===== src/rtl/sfpr_pkg.sv =====
package sfpr_pkg;

    localparam int MAX_LEN     = 32;
    localparam int STORE_DEPTH = 32;
    localparam int LEN_CAP     = (MAX_LEN < STORE_DEPTH) ? MAX_LEN : STORE_DEPTH;
    localparam int HDR_BYTES   = 6;
    localparam int IDX_W       = $clog2(STORE_DEPTH);

    localparam logic [1:0] CFG_SYNC_FIRST  = 2'd0;
    localparam logic [1:0] CFG_SYNC_SECOND = 2'd1;
    localparam logic [1:0] CFG_TIMEOUT     = 2'd2;
    localparam logic [1:0] CFG_CKS_EN      = 2'd3;

    localparam logic REQ_BYTE = 1'b0;
    localparam logic REQ_TICK = 1'b1;

    typedef enum logic [1:0] {
        STAT_OK       = 2'd0,
        STAT_CHECKSUM = 2'd1,
        STAT_TIMEOUT  = 2'd2,
        STAT_TOO_LONG = 2'd3
    } t_status;

    typedef enum logic [1:0] {
        ST_RUN,
        ST_READ,
        ST_LOAD,
        ST_FINAL
    } t_state;

endpackage


===== src/rtl/sync_framed_packet_receiver.sv =====
// A byte or tick that ends a frame in error shows its status result in the next cycle.
// A good frame's checksum byte is followed by its parameter results, each read from the store
// (ST_READ) and then loaded into the output register (ST_LOAD), and then by the status.
// Input takes one byte or tick per cycle while receiving and the output register is free;
// it is held off during a parameter burst, since the parameter store has a single read port.
// Reset (synchronous, active low) restores register defaults and starts the sync hunt.
module sync_framed_packet_receiver (
    input  logic        i_clk,
    input  logic        i_rst_n,
    input  logic        i_cfg_wr_en,
    input  logic [1:0]  i_cfg_index,
    input  logic [15:0] i_cfg_data,
    input  logic        s_axis_tvalid,
    output logic        s_axis_tready,
    input  logic [7:0]  s_axis_tdata,   // rx_byte
    input  logic        s_axis_tuser,   // req_type
    output logic        m_axis_tvalid,
    input  logic        m_axis_tready,
    output logic [47:0] m_axis_tdata,   // param_index, param_byte, status, device_code,
                                        // param_length, unit_code, method_id
    output logic        m_axis_tuser,   // is_frame_end
    output logic        m_axis_tlast    // last
);
    import sfpr_pkg::*;

    logic [7:0]  r_sync_first;
    logic [7:0]  r_sync_second;
    logic [15:0] r_timeout;
    logic        r_cks_en;

    t_state      r_state, n_state;
    logic [6:0]  r_pos, n_pos;
    logic [7:0]  r_dev, n_dev;
    logic [7:0]  r_flen, n_flen;
    logic [7:0]  r_unit, n_unit;
    logic [7:0]  r_method, n_method;
    logic [7:0]  r_sum, n_sum;
    logic [15:0] r_idle, n_idle;
    logic [IDX_W-1:0] r_rd_idx, n_rd_idx;

    logic [7:0]  r_mem [STORE_DEPTH];
    logic [7:0]  r_rd_data;
    logic        c_mem_we;
    logic [IDX_W-1:0] c_mem_addr;

    logic        r_out_valid, n_out_valid;
    logic [47:0] r_out_data, n_out_data;
    logic        r_out_end, n_out_end;
    logic        r_out_last, n_out_last;

    logic        c_out_free;
    logic        c_in_acc;
    logic [6:0]  c_count;
    logic [16:0] c_idle_next;
    logic        c_good;
    logic        c_last_param;

    assign c_out_free   = !r_out_valid || m_axis_tready;
    assign s_axis_tready = (r_state == ST_RUN) && c_out_free;
    assign c_in_acc     = s_axis_tvalid && s_axis_tready;
    assign c_count      = r_pos + 7'd1;
    assign c_idle_next  = {1'b0, r_idle} + 17'd1;
    assign c_good       = (s_axis_tdata == r_sum) || !r_cks_en;
    assign c_mem_addr   = IDX_W'(c_count - 7'(HDR_BYTES + 1));
    assign c_last_param = ({1'b0, r_rd_idx} + (IDX_W + 1)'(1)) == (IDX_W + 1)'(r_flen);

    assign m_axis_tvalid = r_out_valid;
    assign m_axis_tdata  = r_out_data;
    assign m_axis_tuser  = r_out_end;
    assign m_axis_tlast  = r_out_last;

    always_ff @(posedge i_clk) begin
        if (!i_rst_n) begin
            r_sync_first  <= 8'd85;
            r_sync_second <= 8'd170;
            r_timeout     <= 16'd1400;
            r_cks_en      <= 1'b1;
        end else if (i_cfg_wr_en) begin
            unique case (i_cfg_index)
                CFG_SYNC_FIRST:  r_sync_first  <= i_cfg_data[7:0];
                CFG_SYNC_SECOND: r_sync_second <= i_cfg_data[7:0];
                CFG_TIMEOUT:     r_timeout     <= i_cfg_data;
                CFG_CKS_EN:      r_cks_en      <= i_cfg_data[0];
                default: ;
            endcase
        end
    end

    always_ff @(posedge i_clk) begin
        if (c_mem_we) begin
            r_mem[c_mem_addr] <= s_axis_tdata;
        end
        r_rd_data <= r_mem[r_rd_idx];
    end

    always_ff @(posedge i_clk) begin
        if (!i_rst_n) begin
            r_state     <= ST_RUN;
            r_pos       <= '0;
            r_dev       <= '0;
            r_flen      <= '0;
            r_unit      <= '0;
            r_method    <= '0;
            r_sum       <= '0;
            r_idle      <= '0;
            r_rd_idx    <= '0;
            r_out_valid <= 1'b0;
        end else begin
            r_state     <= n_state;
            r_pos       <= n_pos;
            r_dev       <= n_dev;
            r_flen      <= n_flen;
            r_unit      <= n_unit;
            r_method    <= n_method;
            r_sum       <= n_sum;
            r_idle      <= n_idle;
            r_rd_idx    <= n_rd_idx;
            r_out_valid <= n_out_valid;
        end
    end

    always_ff @(posedge i_clk) begin
        r_out_data <= n_out_data;
        r_out_end  <= n_out_end;
        r_out_last <= n_out_last;
    end

    function automatic logic [47:0] pack_out(
        input logic [IDX_W-1:0] idx,
        input logic [7:0]       val,
        input t_status          st,
        input logic [7:0]       dev,
        input logic [7:0]       flen,
        input logic [7:0]       unit,
        input logic [7:0]       method
    );
        pack_out = {method, unit, flen, dev, st, val, 6'(idx)};
    endfunction

    always_comb begin
        n_state     = r_state;
        n_pos       = r_pos;
        n_dev       = r_dev;
        n_flen      = r_flen;
        n_unit      = r_unit;
        n_method    = r_method;
        n_sum       = r_sum;
        n_idle      = r_idle;
        n_rd_idx    = r_rd_idx;
        n_out_valid = r_out_valid && !m_axis_tready;
        n_out_data  = r_out_data;
        n_out_end   = r_out_end;
        n_out_last  = r_out_last;
        c_mem_we    = 1'b0;

        unique case (r_state)
            ST_RUN: begin
                if (c_in_acc) begin
                    if (s_axis_tuser == REQ_TICK) begin
                        if (r_pos != '0) begin
                            if (c_idle_next > {1'b0, r_timeout}) begin
                                n_out_valid = 1'b1;
                                n_out_end   = 1'b1;
                                n_out_last  = 1'b1;
                                n_out_data  = pack_out('0, 8'd0, STAT_TIMEOUT,
                                                       r_dev, r_flen, r_unit, r_method);
                                n_pos  = '0;
                                n_idle = '0;
                                n_sum  = '0;
                            end else begin
                                n_idle = c_idle_next[15:0];
                            end
                        end
                    end else begin
                        n_idle = '0;
                        if (c_count == 7'd1) begin
                            if (s_axis_tdata == r_sync_first) begin
                                n_dev    = '0;
                                n_flen   = '0;
                                n_unit   = '0;
                                n_method = '0;
                                n_sum    = s_axis_tdata;
                                n_pos    = 7'd1;
                            end
                        end else if (c_count == 7'd2) begin
                            if (s_axis_tdata == r_sync_second) begin
                                n_sum = r_sum + s_axis_tdata;
                                n_pos = 7'd2;
                            end else begin
                                n_pos = '0;
                                n_sum = '0;
                            end
                        end else if (c_count <= 7'(HDR_BYTES)) begin
                            case (c_count)
                                7'd3:    n_dev    = s_axis_tdata;
                                7'd4:    n_flen   = s_axis_tdata;
                                7'd5:    n_unit   = s_axis_tdata;
                                default: n_method = s_axis_tdata;
                            endcase
                            n_sum = r_sum + s_axis_tdata;
                            n_pos = c_count;
                        end else if ({2'b0, c_count} < 9'(HDR_BYTES + 1) + {1'b0, r_flen}) begin
                            if (c_count >= 7'(LEN_CAP + HDR_BYTES + 1)) begin
                                n_out_valid = 1'b1;
                                n_out_end   = 1'b1;
                                n_out_last  = 1'b1;
                                n_out_data  = pack_out('0, 8'd0, STAT_TOO_LONG,
                                                       r_dev, r_flen, r_unit, r_method);
                                n_pos = '0;
                                n_sum = '0;
                            end else begin
                                c_mem_we = 1'b1;
                                n_sum    = r_sum + s_axis_tdata;
                                n_pos    = c_count;
                            end
                        end else begin
                            n_pos = '0;
                            n_sum = '0;
                            if (c_good && r_flen != '0) begin
                                n_rd_idx = '0;
                                n_state  = ST_READ;
                            end else begin
                                n_out_valid = 1'b1;
                                n_out_end   = 1'b1;
                                n_out_last  = 1'b1;
                                n_out_data  = pack_out('0, 8'd0,
                                                       c_good ? STAT_OK : STAT_CHECKSUM,
                                                       r_dev, r_flen, r_unit, r_method);
                            end
                        end
                    end
                end
            end
            ST_READ: begin
                n_state = ST_LOAD;
            end
            ST_LOAD: begin
                if (c_out_free) begin
                    n_out_valid = 1'b1;
                    n_out_end   = 1'b0;
                    n_out_last  = 1'b0;
                    n_out_data  = pack_out(r_rd_idx, r_rd_data, STAT_OK,
                                           r_dev, r_flen, r_unit, r_method);
                    if (c_last_param) begin
                        n_state = ST_FINAL;
                    end else begin
                        n_rd_idx = r_rd_idx + IDX_W'(1);
                        n_state  = ST_READ;
                    end
                end
            end
            ST_FINAL: begin
                if (c_out_free) begin
                    n_out_valid = 1'b1;
                    n_out_end   = 1'b1;
                    n_out_last  = 1'b1;
                    n_out_data  = pack_out('0, 8'd0, STAT_OK,
                                           r_dev, r_flen, r_unit, r_method);
                    n_state     = ST_RUN;
                end
            end
            default: n_state = ST_RUN;
        endcase
    end

    assert property (@(posedge i_clk) disable iff (!i_rst_n)
        r_pos <= 7'(LEN_CAP + HDR_BYTES))
        else $error("byte position past parameter capacity");

    assert property (@(posedge i_clk) disable iff (!i_rst_n)
        (r_state != ST_RUN) |-> (r_pos == '0 && r_idle == '0))
        else $error("hunt not restarted during parameter burst");

    assert property (@(posedge i_clk) disable iff (!i_rst_n)
        r_out_valid |-> (r_out_end == r_out_last))
        else $error("only a status result may close a transaction group");

    assert property (@(posedge i_clk) disable iff (!i_rst_n)
        (r_out_valid && !r_out_end) |-> (r_out_data[15:14] == STAT_OK))
        else $error("parameter result carries a status");

endmodule


===== config.mk =====
export PLATFORM = sky130hd
export DESIGN_NAME = sync_framed_packet_receiver
export DESIGN_NICKNAME = d
export VERILOG_FILES = /design/src/rtl/sfpr_pkg.sv /design/src/rtl/sync_framed_packet_receiver.sv
export SDC_FILE = /design/constraint.sdc
export NUM_CORES = 1
export LEC_CHECK = 0
export BUFFER_PORTS_ARGS = -buffer_cell sky130_fd_sc_hd__buf_2
export CAP_MARGIN = 20
export CORE_ASPECT_RATIO = 0.9
export CORE_UTILIZATION = 65
export CTS_CLUSTER_DIAMETER = 80
export DETAILED_ROUTE_END_ITERATION = 10
export MAX_ROUTING_LAYER = met4
export PLACE_DENSITY = 0.95
export SLEW_MARGIN = 20
export SYNTH_ARGS = -nofsm -noshare
export SYNTH_HDL_FRONTEND = slang
export SYNTH_SLANG_ARGS = --single-unit

===== constraint.sdc =====
create_clock -name i_clk -period 10.6 [get_ports i_clk]
set_clock_uncertainty 0.15 [all_clocks]
set_input_delay 0.53 -clock i_clk [delete_from_list [all_inputs] [get_ports i_clk]]
set_output_delay 0.53 -clock i_clk [all_outputs]
set_load 0.02 [all_outputs]

==> summary.md, run 1 <==
| Metric | Value |
|---|---|
| Number of distinct library cell variants in the gate-level netlist after synthesis | 69 |
| DP Worst Slack | 5.32 ns |
| Critical path's most frequent cell | sky130_fd_sc_hd__ha_1 |
| Worst rel slew slack | 26.1% |
| Biggest area contributors in the synthesized netlist | sky130_fd_sc_hd__edfxtp_1, sky130_fd_sc_hd__dfxtp_1, sky130_fd_sc_hd__mux4_2, sky130_fd_sc_hd__ha_1, sky130_fd_sc_hd__nand2_1 |
| Min-delay worst type | in -> reg |
| Launching instance or port of the critical path | r_pos[0] |
| Fraction of the cycle the final worst path needs | 53.3% |
| Die area | 0.0281 mm2 |
| Hold violation total from the final report | 0 |
| Worst-Margin Slew | 1.11 ns |
| Simple-gate share of the synthesized area | 9.29% |
| Fraction of final layout cells with drive strength greater than 1 | 19.3% |
| Synthesized netlist net count | 1315 |
| Post-detailed-route DRC marker count | 2 |
| Commonest cells in the synthesized netlist | sky130_fd_sc_hd__edfxtp_1, sky130_fd_sc_hd__dfxtp_1, sky130_fd_sc_hd__nand2_1 |
| Fraction of the mapped netlist area in compound gates | 6.08% |
| Number of gates resized after CTS | 0 |
| Number of setup buffers added after CTS | 0 |
| Clock insertion delay at the later pin of the skew report | 0.55 ns |
| Pwr per Cell Area | 163 mW/mm2 |
| Failing checks | design-rule violations |
| Switching Share | 21.2% |
| Data arrival time of the critical path | 5.65 ns |
| Synth Area in XOR/XNOR | 2.90% |
| Critical-path cell list | ha_1 > and2_1 > nand4_1 > xnor2_1 > ha_1 > a21oi_1 > o21ai_0 > o21bai_1 > a221o_1 > nor4b_1 > nand2_1 > nor2_1 |
| Buffers on Ports | 82 |
| Post-Synth Adder-Cell Area | 2.92% |
| Highest fanout seen on the critical path | 11 |
| Share of synthesized area spent on multiplexers | 12.7% |
| Antenna violations before repair | 1 |
| Clk slew on worst S/H paths | 0.06 ns |
| Total wire length after detailed routing | 46000 um |
| Relative contribution of the clock network to total power | 41.8% |
| Result of the run | finished, violations left |
| Relative area change from synthesis to final layout | 10.8% |
| Final Setup Violations | 0 |
| Endpoint kind of the worst setup timing path | flop |
| Avg Synthesized Cell Area | 14.3 um2 |
| Clock Tree Root | sky130_fd_sc_hd__clkbuf_16 |
| Total I/O pin count | 84 |
| Largest net degree at the start of global routing | 69 |
| Worst Setup Path Type | reg -> reg |
| Most common cell in the synthesized netlist | sky130_fd_sc_hd__edfxtp_1 |
| Clock tree from TritonCTS | done |
| Sequential fraction of design power | 54.8% |
| Wire length of the first global-routing pass | 70100 um |
| Via count | 11721 |
| Leakage power | 6.79 nW |
| Crit-path max cell delay | 0.76 ns |
| Crit Reg-Reg Startpoint | r_pos[0] |
| # Max-Cap Violations | 0 |
| Period minus WS final | 5.65 ns |
| Post-synth EDFFs | 304 |
| Worst path setup slack after routing | 4.95 ns |
| Total congestion overflow | 0 |
| Number of buffers created by CTS | 40 |
| Main combinational cell family by area after synthesis | multiplexers |
| Biggest area consumer among synthesized cells | sky130_fd_sc_hd__edfxtp_1 |
| # nets final | 1392 |
| Peak Freq | 177 MHz |
| Cell area after technology mapping | 0.0178 mm2 |
| Commonest register cell after synthesis | sky130_fd_sc_hd__edfxtp_1 |
| CTS sink cnt | 416 |
| Width of the die | 176 um |
| Post-synth top area share | 51.3% |
| Per-cell via count in the routed design | 6.89 |
| Final Max Tran Viols | 0 |
| Total global-route track usage | 34.7% |
| Maximum level of the CTS H-tree | 2 |
| Post-synth ARST share | 0% |
| Routability congestion estimate | 0.929 |
| Vias in the first global route | 11496 |
| Max IR drop VDD | 154 uV |
| Min-Delay Startpoint | i_cfg_data[8] |
| Standard-cell rows | 57 |
| Core Box Area | 0.0270 mm2 |
| Fraction of the yosys area taken by sequential cells | 63.8% |
| Post-DRT Antenna Nets | 0 |
| FF+latch count, synth | 416 |
| Nature of the critical path startpoint | flop |
| Starting density of the core | 66.1% |
| Sw power | 0.681 mW |
| Max Root-Sink Buffers | 3 |
| RSZ-0062 raised after global routing | no |
| Final-layout setup total negative slack | 0 ns |
| Required @ worst endpoint | 10.60 ns |
| DRT Pass-1 Iters | 10 |
| Count of yosys warnings during synthesis | 0 |
| Design internal power | 2.53 mW |
| Iter 0 DRT Violations | 1978 |
| Master of the slowest instance on the critical path | sky130_fd_sc_hd__nor2_1 |
| Wire length per cell | 27.1 um |
| Number of buffers inserted by hold repair at cts | 0 |
| Half-perimeter wire length after detailed placement | 27600 um |
| Mapped Cells | 1242 |
| Die Y-Extent | 159 um |
| Part of the total power dissipated in combinational logic | 3.4% |
layout make-up:
class / count / area, um2
sequential: 416 / 11400
fill: 1527 / 7220
multi-input combinational: 728 / 6060
clock buffer: 53 / 1050
timing repair buffer: 100 / 546
tap: 354 / 443
clock inverter: 15 / 134
inverter: 33 / 124
antenna: 1 / 2.50
logic make-up after synthesis:
group                      Yosys count
buffers and inverters               98
and+or+nand+nor                    344
AOI/OAI and AO/OA                  158
other                                1
xor gates and xnor gates            59
muxes                              125
DFF                                416
adders and majority gates           41
worst max-delay path, delay by kind of cell, from the launching register on:
kind	cells	cell delay [ns]
and+or+nand+nor	5	2.37
AOI/OAI and AO/OA	4	0.95
DFF	1	0.57
adders and majority gates	2	0.83
xor gates and xnor gates	1	0.39
power groups by stage:
stage	clock (mW)	sequential [mW]	combinational, mW
final	1.34	1.76	0.110
after detailed placement	0	1.79	0.107
after CTS	1.34	1.76	0.108
after global routing	1.40	1.76	0.117
after global placement	0	1.79	0.103
after floorplan	0	1.80	0.0518
layer usage:
metal | vias up | wire [um] | track usage [%]
li1 | 4858 | - | -
met1 | 5655 | 16300 | 46.0
met2 | 998 | 21900 | 53.8
met5 | - | 0 | -
met3 | 210 | 5730 | 6.73
met4 | 0 | 2040 | 12.4
metrics by stage:
| step | hold WS, ns | instance area, um2 | instances | total power, mW | utilization (%) |
|---|---|---|---|---|---|
| 4_1_cts | 0.0651 | 19700 | 1699 | 3.21 | 73.2 |
| 5_1_grt | 0.0892 | 19700 | 1700 | 3.27 | 73.2 |
| 6_report | 0.0697 | 19700 | 1700 | 3.21 | 73.2 |
| 3_3_place_gp | 0.269 | 18500 | 1631 | 1.89 | 68.8 |
| 2_1_floorplan | 0.256 | 17800 | 1242 | 1.85 | - |
| 3_5_place_dp | 0.267 | 18500 | 1631 | 1.90 | 68.8 |
cells in the final DEF, fill, tap and decap left out, types with 4 or more instances in the layout:
cell and count:
sky130_fd_sc_hd__buf_4 18, sky130_fd_sc_hd__inv_1 32, sky130_fd_sc_hd__dfxtp_1 110, sky130_fd_sc_hd__xnor2_1 29, sky130_fd_sc_hd__edfxtp_1 304, sky130_fd_sc_hd__mux4_2 80, sky130_fd_sc_hd__a211oi_1 7, sky130_fd_sc_hd__a31oi_1 4
sky130_fd_sc_hd__o41ai_1 4, sky130_fd_sc_hd__nand4_1 15, sky130_fd_sc_hd__a21o_1 8, sky130_fd_sc_hd__nand2b_1 4, sky130_fd_sc_hd__o21a_1 7, sky130_fd_sc_hd__mux2i_1 35, sky130_fd_sc_hd__or3_1 7, sky130_fd_sc_hd__xor2_1 30
sky130_fd_sc_hd__nand2_1 101, sky130_fd_sc_hd__mux2_2 9, sky130_fd_sc_hd__nor4_1 10, sky130_fd_sc_hd__clkinv_1 5, sky130_fd_sc_hd__a21oi_1 59, sky130_fd_sc_hd__nor3_1 12, sky130_fd_sc_hd__and3_1 10, sky130_fd_sc_hd__clkinv_2 6
sky130_fd_sc_hd__a2bb2oi_1 5, sky130_fd_sc_hd__nor3b_1 4, sky130_fd_sc_hd__nor2_1 87, sky130_fd_sc_hd__buf_2 82, sky130_fd_sc_hd__nand3_1 47, sky130_fd_sc_hd__o211ai_1 9, sky130_fd_sc_hd__and2_1 16, sky130_fd_sc_hd__clkbuf_1 13
sky130_fd_sc_hd__clkbuf_16 40, sky130_fd_sc_hd__or2_2 5, sky130_fd_sc_hd__nor2b_1 12, sky130_fd_sc_hd__a32oi_1 6, sky130_fd_sc_hd__ha_1 40, sky130_fd_sc_hd__o21bai_1 5, sky130_fd_sc_hd__o21ai_0 20
flip-flops by register name, summed over array words and instances, names as in the netlist, 2 cells and up:
name and count:
r_unit 8, r_sync_first 8, r_sync_second 8, r_rd_idx 5, r_state 2, r_rd_data 8
r_dev 8, r_sum 8, r_timeout 16, r_flen 8, r_pos 7, r_method 8
m_axis_tdata 47, r_mem 256, r_idle 16
path summary, 6_finish.rpt:
path                            to  slack [ns]  depth (start not counted)
setup reg to reg      r_mem[29][7]        4.95                         12
setup / recovery      r_mem[29][7]        4.95                         12
hold reg to reg   m_axis_tdata[21]        0.29                          0
hold / removal        r_timeout[8]        0.07                          3
No activity file was read; power rests on OpenSTA's default activity.
==> run 2: changes to the inputs <==
--- a/config.mk
+++ b/config.mk
@@ -8,11 +8,11 @@
 export BUFFER_PORTS_ARGS = -buffer_cell sky130_fd_sc_hd__buf_2
 export CAP_MARGIN = 20
 export CORE_ASPECT_RATIO = 0.9
-export CORE_UTILIZATION = 65
+export CORE_UTILIZATION = 55
 export CTS_CLUSTER_DIAMETER = 80
 export DETAILED_ROUTE_END_ITERATION = 10
 export MAX_ROUTING_LAYER = met4
-export PLACE_DENSITY = 0.95
+export PLACE_DENSITY = 0.86
 export SLEW_MARGIN = 20
 export SYNTH_ARGS = -nofsm -noshare
 export SYNTH_HDL_FRONTEND = slang
==> constraint.sdc (replaced) <==
create_clock -name i_clk -period 4.6 [get_ports i_clk]
set_clock_uncertainty 0.15 [all_clocks]
set_input_delay 0.23 -clock i_clk [delete_from_list [all_inputs] [get_ports i_clk]]
set_output_delay 0.23 -clock i_clk [all_outputs]
set_load 0.02 [all_outputs]
==> summary.md, run 2 (synthesis results as in run 1) <==
| Metric | Value |
|---|---|
| Clock Tree Root | sky130_fd_sc_hd__clkbuf_16 |
| Peak Freq | 225 MHz |
| Most frequent standard cell in the layout excluding fill and tap cells | sky130_fd_sc_hd__edfxtp_1 |
| Fraction of final layout cells with drive strength greater than 1 | 22.1% |
| Max Root-Sink Buffers | 3 |
| Total global-route track usage | 27.7% |
| Total congestion overflow | 0 |
| Cell count of the worst reg-to-reg path | 14 |
| Leakage power | 7.17 nW |
| Per-cell via count in the routed design | 6.29 |
| Starting density of the core | 55.9% |
| Commonest cells after routing, fill and taps aside | sky130_fd_sc_hd__edfxtp_1, sky130_fd_sc_hd__dfxtp_1, sky130_fd_sc_hd__nand2_1 |
| Core utilization of the finished layout | 64.3% |
| Required @ worst endpoint | 4.71 ns |
| Final worst hold slack | 0.0590 ns |
| Vias in the first global route | 11601 |
| Largest Register | r_mem |
| Sequential cell area | 0.0114 mm2 |
| Die Y-Extent | 173 um |
| Worst Setup Path Type | reg -> reg |
| Cell depth of the worst min-delay path | 2 |
| Clock insertion delay at the later pin of the skew report | 0.55 ns |
| Met2 GRT Util | 44.6% |
| Number of buffers created by CTS | 40 |
| Post-DRT Antenna Nets | 0 |
| Buffers on Ports | 82 |
| Clock tree from TritonCTS | done |
| Number of setup buffers added after CTS | 0 |
| Final-layout setup total negative slack | 0 ns |
| Largest net degree at the start of global routing | 49 |
| Result of the run | completed |
| Crit-path max cell delay | 0.48 ns |
| Fraction of the cycle the final worst path needs | 96.5% |
| Maximum level of the CTS H-tree | 2 |
| RSZ-0062 raised after global routing | no |
| Post-detailed-route DRC marker count | 0 |
| Master of the slowest instance on the critical path | sky130_fd_sc_hd__dfxtp_1 |
| Width of the die | 192 um |
| M1 GR Usage | 36.8% |
| CTS sink cnt | 416 |
| N_diodes | 0 |
| Nature of the critical path startpoint | flop |
| Period minus WS final | 4.44 ns |
| Critical-path cell list | ha_1 > and2_1 > nand4_1 > xnor2_1 > ha_1 > a21oi_1 > o21ai_0 > o21bai_1 > a221o_1 > nor4b_1 > buf_4 > nand2_1 > nor2_1 > buf_4 |
| Fraction of met3 tracks used by global routing | 4.26% |
| Worst-Margin Slew | 0.937 ns |
| Wire length per cell | 23.6 um |
| Routability congestion estimate | 0.916 |
| Half-perimeter wire length after detailed placement | 27800 um |
| Data arrival time of the critical path | 4.55 ns |
| Highest fanout seen on the critical path | 9 |
| Area of the multi-input gates | 0.00607 mm2 |
| Post-route standard cell area excluding fillers | 0.0205 mm2 |
| Total I/O pin count | 84 |
| Worst rel slew slack | 37.4% |
| DRT Pass-1 Iters | 5 |
| Wire length of the first global-routing pass | 67400 um |
| # Max-Cap Violations | 0 |
| Highest-utilization routing layer at the global route stage | met2 |
| Iter 0 DRT Violations | 1259 |
| Core Box Area | 0.0319 mm2 |
| Clk slew on worst S/H paths | 0.07 ns |
| Antenna violations before repair | 0 |
| # fillers | 2125 |
| Standard-cell rows | 62 |
| Number of flip-flops in the largest register | 256 |
| Total wire length after detailed routing | 43300 um |
| Min-delay worst type | in -> reg |
| Hold violation total from the final report | 0 |
| Via count | 11520 |
| Endpoint kind of the worst setup timing path | flop |
| Post-place instance area | 0.0190 mm2 |
| Final Setup Violations | 0 |
| Pwr per Cell Area | 368 mW/mm2 |
| Final Max Tran Viols | 0 |
| Max IR drop VDD | 367 uV |
| Die area | 0.0331 mm2 |
| Relative area change from synthesis to final layout | 15.0% |
| # nets final | 1458 |
==> run 2: power breakdown <==
part           switching [mW]  internal, mW  leakage, nW
registers              0.0119          4.03         3.63
clock network            1.40          1.83        0.633
logic                   0.183        0.0854         2.91
total                    1.59          5.95         7.17
==> run 2: worst paths after layout <==
path | startpoint | to | slack [ns]
max | r_pos[1] | r_mem[0][0] | 0.16
min | i_rst_n | r_sync_first[4] | 0.06
max reg2reg | r_pos[1] | r_mem[0][0] | 0.16
min reg2reg | r_method[1] | m_axis_tdata[41] | 0.29
==> run 2: critical path, delay by kind of cell (launching register included) <==
kind / cells / cell delay, ns
adder cells (fa/ha/maj): 2 / 0.70
XOR/XNOR: 1 / 0.27
AND/OR/NAND/NOR: 5 / 1.26
AO/OA/AOI/OAI: 4 / 0.87
buffers and inverters: 2 / 0.41
flip-flops: 1 / 0.48
==> run 2: what timing repair did <==
item / CTS / global route
endpoints found under the setup margin: 0 / 1
hold buffers: 23 / 0
hold endpoints to repair: 34 / 0
gates resized for setup: 0 / 1
==> run 2: cell type report <==
| cell class | instances | share of cell area, % |
|---|---|---|
| timing repair buffer | 166 | 5.42 |
| tap | 416 | 2.54 |
| clock inverter | 19 | 0.855 |
| inverter | 33 | 0.605 |
| multi-input combinational | 728 | 29.6 |
| sequential | 416 | 55.5 |
| clock buffer | 54 | 5.45 |
==> run 2: stage by stage <==
| step | cells | power, mW | worst slack, ns |
|---|---|---|---|
| after floorplan | 1242 | 4.26 | 0.0217 |
| after global placement | 1736 | 4.36 | 0.458 |
| after detailed placement | 1736 | 4.37 | 0.262 |
| after CTS | 1832 | 7.56 | 0.238 |
| after global routing | 1832 | 7.73 | 0.00236 |
| final | 1832 | 7.54 | 0.162 |
==> run 2: metal layers <==
layer  up-vias  part of all wire, %  routed length (um)
met1      5760                   39               16700
met2       683                   50               21700
met3        81                  9.1                3930
li1       4996                    -                   -
met5         -                    0                   0
met4         0                  2.2                 947
==> run 3: changes to the inputs <==
--- a/config.mk
+++ b/config.mk
@@ -5,6 +5,7 @@
 export SDC_FILE = /design/constraint.sdc
 export NUM_CORES = 1
 export LEC_CHECK = 0
+export ABC_AREA = 1
 export BUFFER_PORTS_ARGS = -buffer_cell sky130_fd_sc_hd__buf_2
 export CAP_MARGIN = 20
 export CORE_ASPECT_RATIO = 0.9
==> summary.md, run 3 <==
| Metric | Value |
|---|---|
| Peak Freq | 229 MHz |
| Via count | 13959 |
| Post-route standard cell area excluding fillers | 0.0204 mm2 |
| RSZ-0062 raised after global routing | yes |
| Core utilization of the finished layout | 63.8% |
| Largest net degree at the start of global routing | 83 |
| Wire length of the first global-routing pass | 73800 um |
| Post-synth ARST share | 0% |
| Total wire length after detailed routing | 47400 um |
| Min-delay worst type | in -> reg |
| Max IR drop VDD | 231 uV |
| Required @ worst endpoint | 4.62 ns |
| Sequential cell area | 0.0114 mm2 |
| Mapped Cells | 1747 |
| Nature of the critical path startpoint | flop |
| Master of the slowest instance on the critical path | sky130_fd_sc_hd__nor2_1 |
| Main combinational cell family by area after synthesis | simple AND/OR/NAND/NOR gates |
| Post-DRT Antenna Nets | 0 |
| Simple-gate share of the synthesized area | 15.7% |
| Leakage power | 7.77 nW |
| Most frequent standard cell in the layout excluding fill and tap cells | sky130_fd_sc_hd__nor2_1 |
| Number of flip-flops in the largest register | 256 |
| Clock tree from TritonCTS | done |
| DRT Pass-1 Iters | 8 |
| Final-layout setup total negative slack | 0 ns |
| Vias in the first global route | 13280 |
| Number of distinct library cell variants in the gate-level netlist after synthesis | 49 |
| Most common cell in the synthesized netlist | sky130_fd_sc_hd__nor2_1 |
| Maximum level of the CTS H-tree | 2 |
| Synthesized netlist net count | 1820 |
| Clock Tree Root | sky130_fd_sc_hd__clkbuf_16 |
| Total I/O pin count | 84 |
| FF+latch count, synth | 416 |
| Period minus WS final | 4.36 ns |
| # fillers | 2346 |
| Worst Setup Path Type | reg -> reg |
| Per-cell via count in the routed design | 6.10 |
| Total congestion overflow | 0 |
| Iter 0 DRT Violations | 2142 |
| Max Root-Sink Buffers | 3 |
| Clock insertion delay at the later pin of the skew report | 0.55 ns |
| Die Y-Extent | 174 um |
| CTS sink cnt | 416 |
| Post-synth top area share | 50.7% |
| Hold violation total from the final report | 0 |
| Fraction of the cycle the final worst path needs | 94.9% |
| Buffers on Ports | 82 |
| N_diodes | 0 |
| Highest fanout seen on the critical path | 8 |
| Width of the die | 193 um |
| Die area | 0.0335 mm2 |
| Half-perimeter wire length after detailed placement | 29900 um |
| Commonest register cell after synthesis | sky130_fd_sc_hd__edfxtp_1 |
| # nets final | 1916 |
| Failing checks | design-rule violations |
| Largest Register | r_mem |
| Biggest area contributors in the synthesized netlist | sky130_fd_sc_hd__edfxtp_1, sky130_fd_sc_hd__dfxtp_1, sky130_fd_sc_hd__nor2_1, sky130_fd_sc_hd__o21ai_0, sky130_fd_sc_hd__nand2_1 |
| Routability congestion estimate | 0.983 |
| Fraction of the mapped netlist area in compound gates | 11.6% |
| Worst-Margin Slew | 1.10 ns |
| Post-Synth Adder-Cell Area | 2.89% |
| Antenna violations before repair | 1 |
| Data arrival time of the critical path | 4.38 ns |
| Final Setup Violations | 0 |
| Standard-cell rows | 62 |
| Post-place instance area | 0.0189 mm2 |
| Count of yosys warnings during synthesis | 0 |
| Total global-route track usage | 29.6% |
| Number of setup buffers added after CTS | 0 |
| Starting density of the core | 56.2% |
| Endpoint kind of the worst setup timing path | flop |
| Final Max Tran Viols | 0 |
| # Max-Cap Violations | 0 |
| Fraction of the yosys area taken by sequential cells | 63.1% |
| Commonest cells in the synthesized netlist | sky130_fd_sc_hd__nor2_1, sky130_fd_sc_hd__edfxtp_1, sky130_fd_sc_hd__nand2_1 |
| Avg Synthesized Cell Area | 10.3 um2 |
| Commonest cells after routing, fill and taps aside | sky130_fd_sc_hd__nor2_1, sky130_fd_sc_hd__edfxtp_1, sky130_fd_sc_hd__nand2_1 |
| Critical path's most frequent cell | sky130_fd_sc_hd__nand2_1 |
| Share of synthesized area spent on multiplexers | 0% |
| Synth Area in XOR/XNOR | 2.28% |
| Core Box Area | 0.0320 mm2 |
| Number of buffers created by CTS | 40 |
| Fraction of final layout cells with drive strength greater than 1 | 10.7% |
| Post-detailed-route DRC marker count | 12 |
| Area of the multi-input gates | 0.00588 mm2 |
| Crit-path max cell delay | 0.66 ns |
| Cell area after technology mapping | 0.0180 mm2 |
| Post-synth EDFFs | 304 |
| Biggest area consumer among synthesized cells | sky130_fd_sc_hd__edfxtp_1 |
| Pwr Total | 8.19 mW |
| Pwr per Cell Area | 401 mW/mm2 |
| Clk slew on worst S/H paths | 0.06 ns |
| Critical-path cell list | nand3_2 > xor2_1 > inv_1 > ha_1 > nand2_1 > inv_1 > nand2_1 > nand2_1 > nand2_1 > nand2_1 > nand2_1 > nand3_1 > nor4_2 > nand2_1 > nor2_1 |
| Worst rel slew slack | 26.4% |
| Wire length per cell | 20.7 um |
| Relative area change from synthesis to final layout | 13.4% |
| Result of the run | finished, violations left |
## run 3: path summary, 6_finish.rpt
path                                          to         start  slack (ns)  depth (start not counted)
worst max register to register       r_mem[5][2]      r_pos[0]        0.24                         15
worst min-delay path            m_axis_tdata[15]  s_axis_tuser        0.02                          3
worst max-delay path                 r_mem[5][2]      r_pos[0]        0.24                         15
worst min register to register  m_axis_tdata[37]     r_unit[5]        0.28                          0
## run 3: cell families after synthesis
kind of cell / after synthesis
flops: 416
xor+xnor: 46
other cells: 1
buf+inv: 201
compound gates: 361
fa+ha+maj: 41
simple gates: 681
## run 3: worst max-delay path, delay by kind of cell (launching register included)
kind	cells	cell delay [ns]
DFF	1	0.50
xor gates and xnor gates	1	0.46
and+or+nand+nor	11	2.21
buffers and inverters	2	0.29
adders and majority gates	1	0.35
## run 3: where the power goes
group	leakage [nW]	switching [mW]	internal [mW]
logic	3.46	0.484	0.197
clock network	0.651	1.42	1.95
registers	3.67	0.0471	4.10
## run 3: repair_timing
action | 4_1_cts | 5_1_grt
setup endpoints to repair | 0 | 75
gates resized for setup | 0 | 3
hold endpoints to repair | 36 | 0
hold buffers | 23 | 0
## run 3: per-stage QoR
stage,std cells,hold WS (ns),setup WS (ns)
final,2290,0.0215,0.236
after global routing,2290,0.00868,-0.105
after CTS,2290,0.00721,0.371
after detailed placement,2194,0.267,0.394
after global placement,2194,0.263,0.593
after floorplan,1747,0.179,0.0780
## run 3: metal layers
| metal | share of wire, % | up-vias | routed length (um) | global-route usage [%] |
|---|---|---|---|---|
| li1 | - | 6300 | - | - |
| met1 | 39 | 6608 | 18300 | 39.5 |
| met2 | 47 | 909 | 22300 | 45.6 |
| met3 | 11 | 142 | 5130 | 5.51 |
| met4 | 3.6 | 0 | 1680 | 9.97 |
| met5 | 0 | - | 0 | - |
## run 3: final cells by class
class	instances	share of cell area (%)
Clock buffer	53	5.29
Clock inverter	20	1.21
Multi-Input combinational cell	1130	28.8
Sequential cell	416	55.7
Timing Repair Buffer	132	4.19
Inverter	123	2.28
Tap cell	416	2.55
